## config.mk

```make
export PLATFORM = sky130hd
export DESIGN_NAME = time_interval_set_table
export DESIGN_NICKNAME = d
export VERILOG_FILES = /design/src/sv/tist_pkg.sv /design/src/sv/tist_ctrl.sv /design/src/sv/tist_dp.sv /design/src/sv/time_interval_set_table.sv
export SDC_FILE = /design/constraint.sdc
export NUM_CORES = 2
export LEC_CHECK = 0
export ABC_CLOCK_PERIOD_IN_PS = 11050
export BUFFER_PORTS_ARGS = -buffer_cell sky130_fd_sc_hd__buf_2
export CAP_MARGIN = 20
export CORE_MARGIN = 2
export CORE_UTILIZATION = 60
export CTS_CLUSTER_SIZE = 12
export DETAILED_ROUTE_END_ITERATION = 10
export PLACE_DENSITY = 0.76
export SLEW_MARGIN = 20
export SYNTH_ARGS = -nofsm -noshare
export SYNTH_HDL_FRONTEND = slang
export SYNTH_SLANG_ARGS = --single-unit
```

## constraint.sdc

```tcl
create_clock -name clk -period 11.05 [get_ports clk]
set_input_delay 2.21 -clock clk [delete_from_list [all_inputs] [get_ports clk]]
set_output_delay 2.21 -clock clk [all_outputs]
set_load 0.02 [all_outputs]
```

## src/sv/tist_pkg.sv

```systemverilog
// ----------------------------------------------------------------------------
// tist_pkg
// shared types and constants for the time interval set table
// ----------------------------------------------------------------------------
package tist_pkg;

  localparam int MAX_INTERVALS = 16;
  localparam int TIME_BITS     = 40;
  localparam int IDX_BITS      = $clog2(MAX_INTERVALS);
  localparam int CNT_BITS      = $clog2(MAX_INTERVALS + 1);

  typedef enum logic [1:0] {
    OP_ADD    = 2'd0,
    OP_REMOVE = 2'd1,
    OP_PURGE  = 2'd2,
    OP_QUERY  = 2'd3
  } op_t;

  typedef enum logic [2:0] {
    ST_IDLE,
    ST_READ,
    ST_EVAL,
    ST_SPLIT,
    ST_FIN
  } state_t;

  typedef struct packed {
    op_t                  operation;
    logic [TIME_BITS-1:0] start_time;
    logic [TIME_BITS-1:0] stop_time;
  } req_t;

  typedef struct packed {
    logic                 inside_res;
    logic                 next_found;
    logic [TIME_BITS-1:0] next_time;
    logic                 status;
  } rsp_t;

  typedef struct packed {
    logic load;
    logic rd;
    logic eval;
    logic split;
    logic fin;
  } cmd_t;

  typedef struct packed {
    logic scan_end;
    logic stop;
    logic split_req;
    logic rsp_full;
  } stat_t;

endpackage

```

## src/sv/tist_ctrl.sv

```systemverilog
// ----------------------------------------------------------------------------
// tist_ctrl
// sequencer: reads and evaluates entries in turn, then commits the result
// ----------------------------------------------------------------------------
module tist_ctrl (
  input  logic           clk,
  input  logic           rst,
  input  logic           req_valid,
  output logic           req_ready,
  input  tist_pkg::stat_t stat,
  output tist_pkg::cmd_t  cmd
);
  import tist_pkg::*;

  state_t state, state_next;

  always_ff @(posedge clk) begin
    if (rst) begin
      state <= ST_IDLE;
    end else begin
      state <= state_next;
    end
  end

  always_comb begin
    state_next = state;
    cmd        = '0;
    req_ready  = 1'b0;
    unique case (state)
      ST_IDLE: begin
        req_ready = !rst;
        if (req_valid && !rst) begin
          cmd.load   = 1'b1;
          state_next = ST_READ;
        end
      end
      ST_READ: begin
        if (stat.scan_end) begin
          state_next = ST_FIN;
        end else begin
          cmd.rd     = 1'b1;
          state_next = ST_EVAL;
        end
      end
      ST_EVAL: begin
        cmd.eval = 1'b1;
        priority if (stat.split_req) begin
          state_next = ST_SPLIT;
        end else if (stat.stop) begin
          state_next = ST_FIN;
        end else begin
          state_next = ST_READ;
        end
      end
      ST_SPLIT: begin
        cmd.split  = 1'b1;
        state_next = ST_READ;
      end
      ST_FIN: begin
        if (!stat.rsp_full) begin
          cmd.fin    = 1'b1;
          state_next = ST_IDLE;
        end
      end
      default: state_next = ST_IDLE;
    endcase
  end

endmodule

```

## src/sv/tist_dp.sv

```systemverilog
// ----------------------------------------------------------------------------
// tist_dp
// interval storage (two banks), window registers, entry evaluation, result
// ----------------------------------------------------------------------------
module tist_dp (
  input  logic           clk,
  input  logic           rst,
  input  tist_pkg::req_t  req,
  input  tist_pkg::cmd_t  cmd,
  output tist_pkg::stat_t stat,
  input  logic           rsp_ready,
  output logic           rsp_valid,
  output tist_pkg::rsp_t  rsp
);
  import tist_pkg::*;

  localparam int TB = TIME_BITS;

  logic [2*TB-1:0]    mem [2*MAX_INTERVALS];
  logic [2*TB-1:0]    rd_q;
  logic               bank;
  logic [CNT_BITS-1:0] count, idx, n;
  logic [TB-1:0]      win_start, win_stop;
  logic               win_start_set, win_stop_set;
  op_t                op;
  logic [TB-1:0]      b, e;
  logic               hit, err, inside_acc, found;
  logic [TB-1:0]      best;

  logic [TB-1:0]      s, t;
  logic               c1, c2, c3, c4;
  logic               cov, outside, enc;
  logic [TB-1:0]      s2, t2;
  logic               purge_skip;
  logic               f1, f2;
  logic [TB-1:0]      b1, b2;
  logic               we;
  logic [IDX_BITS:0]  waddr;
  logic [2*TB-1:0]    wdata;
  logic               eval_err, eval_hit, eval_keep, fin_full, fin_err;
  logic               win_cond;

  assign s = rd_q[2*TB-1:TB];
  assign t = rd_q[TB-1:0];

  assign c1 = (s <= b) && (t >= e);
  assign c2 = (s >= b) && (t <= e);
  assign c3 = (t >= b) && (t <= e);
  assign c4 = (s >= b) && (s <= e);

  assign cov     = (s >= b) && (t <= e);
  assign outside = (t < b) || (s > e);
  assign enc     = (s < b) && (t > e) && !outside;
  assign s2      = ((s > b) && (s < e)) ? e : s;
  assign t2      = ((t > b) && (t < e)) ? b : t;

  assign purge_skip = !win_start_set || (e < win_start);

  assign f1 = (s > b) && (!found || (s < best));
  assign b1 = f1 ? s : best;
  assign f2 = (t > b) && (!(found || f1) || (t < b1));
  assign b2 = f2 ? t : b1;

  assign eval_hit  = (op == OP_ADD) && (c1 || c2 || c3 || c4);
  assign eval_keep = (op == OP_REMOVE) && !cov && !enc;
  assign eval_err  = (op == OP_REMOVE) &&
                     ((eval_keep && (n >= CNT_BITS'(MAX_INTERVALS))) ||
                      (!cov && enc && (n + CNT_BITS'(2) > CNT_BITS'(MAX_INTERVALS))));

  assign fin_full = (op == OP_ADD) && !hit && (count >= CNT_BITS'(MAX_INTERVALS));
  assign fin_err  = err || fin_full;
  assign win_cond = !win_start_set || (b < win_start) || !win_stop_set || (b > win_stop);

  assign stat.scan_end  = (idx == count) || ((op == OP_PURGE) && purge_skip);
  assign stat.stop      = eval_hit || eval_err;
  assign stat.split_req = (op == OP_REMOVE) && !cov && enc && !eval_err;
  assign stat.rsp_full  = rsp_valid && !rsp_ready;

  always_comb begin
    we    = 1'b0;
    waddr = {bank, idx[IDX_BITS-1:0]};
    wdata = rd_q;
    if (cmd.eval) begin
      unique case (op)
        OP_ADD: begin
          priority if (c1) begin
            we = 1'b0;
          end else if (c2) begin
            we = 1'b1; wdata = {b, e};
          end else if (c3) begin
            we = 1'b1; wdata = {s, e};
          end else if (c4) begin
            we = 1'b1; wdata = {b, t};
          end
        end
        OP_REMOVE: begin
          waddr = {~bank, n[IDX_BITS-1:0]};
          if (!eval_err && !cov) begin
            we = 1'b1;
            priority if (outside) begin
              wdata = {s, t};
            end else if (enc) begin
              wdata = {s, b};
            end else begin
              wdata = {s2, t2};
            end
          end
        end
        OP_PURGE: begin
          waddr = {bank, n[IDX_BITS-1:0]};
          we    = (t >= e);
        end
        OP_QUERY: we = 1'b0;
        default: we = 1'b0;
      endcase
    end else if (cmd.split) begin
      we    = 1'b1;
      waddr = {~bank, n[IDX_BITS-1:0]};
      wdata = {e, t};
    end else if (cmd.fin && (op == OP_ADD) && !hit && !fin_full) begin
      we    = 1'b1;
      waddr = {bank, count[IDX_BITS-1:0]};
      wdata = {b, e};
    end
  end

  always_ff @(posedge clk) begin
    if (we) begin
      mem[waddr] <= wdata;
    end
    if (cmd.rd) begin
      rd_q <= mem[{bank, idx[IDX_BITS-1:0]}];
    end
  end

  always_ff @(posedge clk) begin
    if (cmd.load) begin
      op         <= req.operation;
      b          <= req.start_time;
      e          <= req.stop_time;
      idx        <= '0;
      n          <= '0;
      hit        <= 1'b0;
      err        <= 1'b0;
      inside_acc <= 1'b0;
      found      <= 1'b0;
      best       <= '0;
    end else if (cmd.eval) begin
      idx <= idx + CNT_BITS'(1);
      hit <= eval_hit;
      err <= eval_err;
      if (op == OP_QUERY) begin
        inside_acc <= inside_acc || ((b > s) && (b < t));
        found      <= found || f1 || f2;
        best       <= b2;
      end
      if ((eval_keep && !eval_err) || ((op == OP_PURGE) && (t >= e)) ||
          ((op == OP_REMOVE) && enc && !cov && !eval_err)) begin
        n <= n + CNT_BITS'(1);
      end
    end else if (cmd.split) begin
      n <= n + CNT_BITS'(1);
    end
    if (cmd.fin) begin
      rsp.inside_res <= (op == OP_QUERY) && (inside_acc || win_cond);
      rsp.next_found <= (op == OP_QUERY) && found;
      rsp.next_time  <= ((op == OP_QUERY) && found) ? best : '0;
      rsp.status     <= fin_err;
    end
  end

  always_ff @(posedge clk) begin
    if (rst) begin
      bank          <= 1'b0;
      count         <= '0;
      win_start     <= '0;
      win_stop      <= '0;
      win_start_set <= 1'b0;
      win_stop_set  <= 1'b0;
      rsp_valid     <= 1'b0;
    end else begin
      if (cmd.fin) begin
        rsp_valid <= 1'b1;
      end else if (rsp_valid && rsp_ready) begin
        rsp_valid <= 1'b0;
      end
      if (cmd.fin) begin
        if (((op == OP_ADD) || (op == OP_REMOVE)) && !fin_err) begin
          if (!win_start_set || (b < win_start)) begin
            win_start     <= b;
            win_start_set <= 1'b1;
          end
          if (!win_stop_set || (e > win_stop)) begin
            win_stop     <= e;
            win_stop_set <= 1'b1;
          end
        end
        if ((op == OP_ADD) && !hit && !fin_full) begin
          count <= count + CNT_BITS'(1);
        end
        if ((op == OP_REMOVE) && !err) begin
          bank  <= ~bank;
          count <= n;
        end
        if ((op == OP_PURGE) && !purge_skip) begin
          win_start <= e;
          count     <= n;
        end
      end
    end
  end

endmodule

```

## src/sv/time_interval_set_table.sv

```systemverilog
// ----------------------------------------------------------------------------
// time_interval_set_table
// ordered interval table with validity window: add, remove, purge, query
//
//   channel  dir  signals                  content
//   req      in   req_valid/req_ready/req  operation, start_time, stop_time
//   rsp      out  rsp_valid/rsp_ready/rsp  inside_res, next_found, next_time,
//                                          status
//
// one transaction reads and evaluates each stored entry scanned in turn,
// plus a split step for each split; the single read port of the entry
// memory sets this. add stops at its first matching entry.
// synchronous reset empties the table at once; no clearing pass.
// a pending response does not block the next request; only a second
// finished result waits while rsp is stalled.
// ----------------------------------------------------------------------------
module time_interval_set_table (
  input  logic            clk,
  input  logic            rst,
  input  logic            req_valid,
  output logic            req_ready,
  input  tist_pkg::req_t  req,
  output logic            rsp_valid,
  input  logic            rsp_ready,
  output tist_pkg::rsp_t  rsp
);
  import tist_pkg::*;

  cmd_t  cmd;
  stat_t stat;

  tist_ctrl u_ctrl (
    .clk       (clk),
    .rst       (rst),
    .req_valid (req_valid),
    .req_ready (req_ready),
    .stat      (stat),
    .cmd       (cmd)
  );

  tist_dp u_dp (
    .clk       (clk),
    .rst       (rst),
    .req       (req),
    .cmd       (cmd),
    .stat      (stat),
    .rsp_ready (rsp_ready),
    .rsp_valid (rsp_valid),
    .rsp       (rsp)
  );

endmodule

```

# ---- Yosys cells after proc, flatten, opt, wreduce, memory -nomap -nowiden
# Memory sizes are Yosys's and may differ from the RTL's. A register that Yosys moved wholly into a read port is not among the register bits.
# Cells that the tools add are included.
dict set report totals {
  ff_bits 271
  mem_bits_rw 2560
  inputBits 86
  output_inout_bits 45
  word_cells 213
  n_memories 1
}
dict set report classes {
  n_addsub 4
  order_cmp 25
  eq_ne 11
  muxes 56
  n_bitwise 1
  reduce_logical 93
}
# name words word_bits read_ports rd_ports_with_merged_regs wr line
set mem_list {}
lappend mem_list {u_dp.mem 32 80 1 1 1 tist_dp.sv:19} ;# logic [2*TB-1:0] mem [2*MAX_INTERVALS];
# operator count
set ops {}
lappend ops {{two-way mux 80 bit} 10}
lappend ops {{less-than comparator 40 bit} 9}
lappend ops {{> comparator 40 bit} 7}
lappend ops {{two-way mux 40 bit} 7}
lappend ops {{case mux 80 bit (2 select lines)} 1}
lappend ops {{>= comparator 40 bit} 3}
lappend ops {{less-or-equal comparator 40 bit} 3}
lappend ops {{logical AND 1 bit} 41}
lappend ops {{two-way mux 5 bit} 8}
lappend ops {{logical OR 1 bit} 22}
lappend ops {{two-way mux 1 bit} 21}
lappend ops {{adder 5 x 1 -> 5 bit, second input constant} 3}
lappend ops {{zero test 1 bit} 15}
lappend ops {{two-way mux 3 bit} 5}
lappend ops {{case mux 3 bit (5 select lines)} 1}
lappend ops {{>= comparator 5 bit, second input constant} 2}
lappend ops {{case mux 5 bit (2 select lines)} 1}
lappend ops {{AND reduction 2 bit} 5}
lappend ops {{AND reduction 3 bit} 3}
lappend ops {{nonzero test 2 bit} 4}
lappend ops {{== test 3 x 2 -> 1 bit, second input constant} 2}
lappend ops {{adder 5 x 2 -> 5 bit, second input constant} 1}
lappend ops {{== test 5 bit} 1}
lappend ops {{> comparator 5 bit, second input constant} 1}
lappend ops {{other kinds (12)} 14}

# ---- Logic depth before layout (Yosys ltp)
dict set report logic_depth {
  word_depth 16
  ltp_mapped 23
  ltp_nobuf 21
}

# ---- Cells and area by module
# Synthesis repeated with hierarchy kept, for this count alone.
dict set report hier_totals {
  cells_unflattened 6755
  hier_area_um2 123704.9
}
# mod n_inst cells_per_inst area_per_inst_um2 seq_area_each_um2
set by_module_without_submodules {}
lappend by_module_without_submodules {tist_dp 1 6730 123508.5 85892.4}
lappend by_module_without_submodules {tist_ctrl 1 25 196.4 60.1}

# ---- Least setup slack after synthesis
# OpenSTA, ideal clock, no wires.
dict set report synth_timing {
  kind {input -> register}
  from {input rsp_ready}
  to {memory u_dp.mem[16][0] in the netlist's numbering, enable pin}
  setup_ps 616
  arrival_time_ps 9473
  required_time_ps 10434
  slack_ps 961
  stages 8
  n_path_buf 0
  cell_sequence {nand2b_1 -> nand3_1 -> or2_1 -> nand2_1 -> o21ai_1 -> a222oi_1 -> nand3_1 -> nor3_1}
}
dict set report synth_between {
  elab_chain_len 12
  elab_cells_between_ends 15
  classes_between {mux (10); reduce/logical (5)}
}
# element line
set synth_lines {}
lappend synth_lines {{start, declared} time_interval_set_table.sv:24} ;# input logic rsp_ready,
lappend synth_lines {{zero test 1 bit *} tist_dp.sv:77} ;# assign stat.rsp_full = rsp_valid && !rsp_ready;
lappend synth_lines {{logical AND 1 bit *} tist_dp.sv:77}
lappend synth_lines {{two-way mux 1 bit *} tist_ctrl.sv:60} ;# if (!stat.rsp_full) begin
lappend synth_lines {{two-way mux 1 bit *} tist_ctrl.sv:29} ;# unique case (state)
lappend synth_lines {{logical AND 1 bit * (3 in a row)} tist_dp.sv:120} ;# end else if (cmd.fin && (op == OP_ADD) && !hit && !fin_full) begin
lappend synth_lines {{two-way mux 1 bit} tist_dp.sv:120}
lappend synth_lines {{two-way mux 1 bit} tist_dp.sv:116} ;# end else if (cmd.split) begin
lappend synth_lines {{two-way mux 1 bit} tist_dp.sv:83} ;# if (cmd.eval) begin
lappend synth_lines {{two-way mux 1 bit} tist_dp.sv:128} ;# if (we) begin
lappend synth_lines {{two-way mux 1 bit (implied by the code)} tist_dp.sv:129} ;# mem[waddr] <= wdata;
lappend synth_lines {{end, declared} tist_dp.sv:19}
# Every way passes the cells marked *; elsewhere a longest branch is shown, timed or not.

# ---- Worst setup path after layout
dict set report layout_timing {
  from {input rsp_ready}
  to {memory u_dp.mem[18][59] in the netlist's numbering, enable pin}
}
# The elaborated chain is that of the path after synthesis.

==> metrics.txt <==
Post-Route Skew 0.0574 ns; Iter 0 DRT Violations 10800; Clock Latency Late Sink 0.99 ns; Layout Nets 7573; Core Region 0.205 mm²; gr usage total 34.9%; crit path max fanout 83; die height 459 µm; area share of the largest cell type after synthesis 66.9%; total wire length 364000 µm; total of max-cap violations 0; fmax 134 MHz; layout cell share with drive strength beyond 1 23.8%; crit path DAT 8.02 ns; DR DRC count 0; CTS tree done; CP Capture Type flop; CP Launch Type input pin; power share of the clock group 41.5%; Tcrit/Tclk final 67.5%; FP Rows 166; die span in x 459 µm; Crit Path Class input pin to flop; post-synthesis to final-layout area growth 11.2%; pin count of the biggest net entering global routing 155; Synth Instances 6786; IO Count 131; Primary FF master, synth edfxtp_1; Setup WS post-layout 3.59 ns; Yosys warning count 0; Slew Viols, Final 0; setup repair bufs after CTS 0; post-DR wirelength/cell 36.7 µm; Slew HR 19.6%; Critical Path RT 11.61 ns; run status finished clean; Async SR Flop Fraction 0%; synthesized flop and latch total 2911; endpoints failing setup 0; die area 0.210 mm²; Starting Density 60.5%; worst min path class flop to flop; ANT nets after route 0; post-CTS sizing 0; combinational group share of total power 4.5%; final hold violation count 0; Pwr Density 163 mW/mm²; setup TNS 0 ns; Post-Synthesis Cell Area 0.124 mm²; routability congestion estimate 0.976; Post-Syn Nets 7278; maximum vdd drop 0.182 mV; router iterations before antenna repair 6; via/cell ratio 7.14; initial antenna violation count 32; post-route cell area 0.138 mm²; # fillers 12700; average cell area after synthesis 18.3 µm²; Psw 4800 µW; CTS Sinks 2911; global-route wire length before repair 517000 µm; largest area contributor in the netlist edfxtp_1; clock root buffer clkbuf_16; H-tree levels 5; Final Non-Filler Cells 9934; sequential power share 54.0%; I/O Buffers 130; CTS buffer count 312; crit path time final 7.46 ns; RSZ-0062 raised after global routing no; hold buffers post-CTS 0; via count 70900; Inst Count DP 9452; register area share after synthesis 69.3%; Post-synth EDFFs 2765; HPWL after detailed placement 207000 µm; vias in the first global route 70000; CTS Buffer Depth 4; top cells by area, synth edfxtp_1 67%, mux4_2 15%, ha_1 4.1%; LEAKAGE 0.0446 µW; P_int 17700 µW; Switching Fraction 21.4%; CTS clk-pin slew, worst paths 0.06 ns; number of distinct library cells after synthesis 81; aggregate global routing overflow 0; Slew @ Worst Pin 1.21 ns; placed cell areas 0.129 mm²; dpl ws 2.82 ns
worst max-delay path, stage by stage:
cell and delay [ns]:
buf_2 0.15, nand2b_1 0.20, nand3_1 0.49, or2_4 0.75, nand2_1 0.16, buf_4 0.48
o21ai_1 0.30, a222oi_1 0.95, nand3_1 0.41, nor3_2 0.21, buf_4 0.67, buf_4 0.85
power groups by stage:
| stage | sequential (µW) | combinational [µW] | clock (µW) |
|---|---|---|---|
| floorplan | 12300 | 629 | 0 |
| global route | 12100 | 1070 | 9790 |
| CTS | 12100 | 984 | 9420 |
| detailed placement | 12400 | 972 | 0 |
| global placement | 12400 | 950 | 0 |
| finish | 12100 | 1010 | 9330 |
cells in the mapped netlist, types with 17 or more instances:
cell type,instances
mux4_2,800
a21o_1,94
nor3_1,93
buf_1,36
nand4_1,67
nand2_1,157
a211oi_1,58
a221o_1,41
mux2i_1,127
nor2_1,314
clkbuf_1,305
o31ai_1,94
mux2_2,81
o21ai_0,150
dfxtp_1,146
nand3_1,45
o21ai_1,37
nor2b_1,17
a21oi_1,272
inv_1,268
edfxtp_1,2765
o211ai_1,56
and3_1,172
ha_1,406
registers in the layout, summed over array words and instances, names as in the netlist, 2 cells and up:
signal,count
u_dp.rd_q,80
u_dp.count,5
u_dp.e,40
u_dp.n,5
u_ctrl.state,3
u_dp.op,2
u_dp.best,40
u_dp.win_start,40
u_dp.rsp,43
u_dp.b,40
u_dp.idx,5
u_dp.mem,2560
u_dp.win_stop,40
cells by family (layout without fill, tap and decap cells):
family                   Yosys count  after routing  synth area share, %
AND/OR/NAND/NOR                  924            924                 3.63
XOR/XNOR                          13             13               0.0918
buffers and inverters            628           1079                 1.93
adder cells (fa/ha/maj)          406            406                 4.09
multiplexers                    1008           1008                 16.3
AO/OA/AOI/OAI                    896            896                 4.69
flip-flops                      2911           2911                 69.3
other                              0              9                    0
cells in the final DEF, fill, tap and decap left out, types with 14 or more instances in the layout:
master,netlist,final
mux4_2,800,800
o31ai_1,94,94
mux2i_1,127,127
a211oi_1,58,58
o21ai_4,0,37
buf_2,15,129
o211ai_1,56,56
nor3_2,0,34
nor2_1,314,312
clkbuf_1,305,83
nand4_1,67,67
a221o_1,41,41
nand2_1,157,154
clkinv_1,0,42
nor2b_1,17,17
ha_1,406,404
nand3_1,45,45
dfxtp_1,146,139
inv_1,268,266
nor3_1,93,59
mux2_2,81,81
a21o_1,94,94
buf_4,0,195
o21ai_0,150,102
o21ai_2,1,39
clkbuf_16,0,317
o21a_1,14,14
and3_1,172,172
a21oi_1,272,271
edfxtp_1,2765,2765
layer usage:
layer | wire (µm) | global-route usage [%]
met1 | 136000 | 50.2
met2 | 169000 | 53.3
met3 | 43500 | 7.11
met4 | 16100 | 13.7
met5 | 73 | 0
stage by stage:
step | hold slack, ns | util [%] | power [µW]
finish | 0.476 | 67.3 | 22500
global route | 0.518 | 67.3 | 23000
CTS | 0.478 | 67.2 | 22500
detailed placement | 0.466 | 63.0 | 13300
global placement | 0.464 | 62.9 | 13300
floorplan | 0.430 | - | 13000
final timing paths:
| kind | start | to | slack (ns) | depth (start not counted) |
|---|---|---|---|---|
| worst max register to register | u_dp.b[30]$_DFFE_PP_ | u_dp.best[38]$_SDFFE_PP0P_ | 4.01 | 21 |
| worst min-delay path | u_dp.err$_SDFFE_PP0P_ | u_dp.err$_SDFFE_PP0P_ | 0.48 | 2 |
| worst max-delay path | rsp_ready | u_dp.mem[18][59]$_DFFE_PP_ | 3.59 | 12 |
| worst min register to register | u_dp.err$_SDFFE_PP0P_ | u_dp.err$_SDFFE_PP0P_ | 0.48 | 2 |
cell type report:
class	count	area, µm²	area share (%)
flip-flops and latches	2911	86000	62.3
well taps	2688	3360	2.44
diodes	9	22.5	0.0163
clock inverters	69	373	0.270
repair buffers	340	2370	1.72
inverters	269	1010	0.734
multi-input cells	3247	36600	26.5
clock buffers	401	8260	5.99
Power figures use the tool's default switching activity.
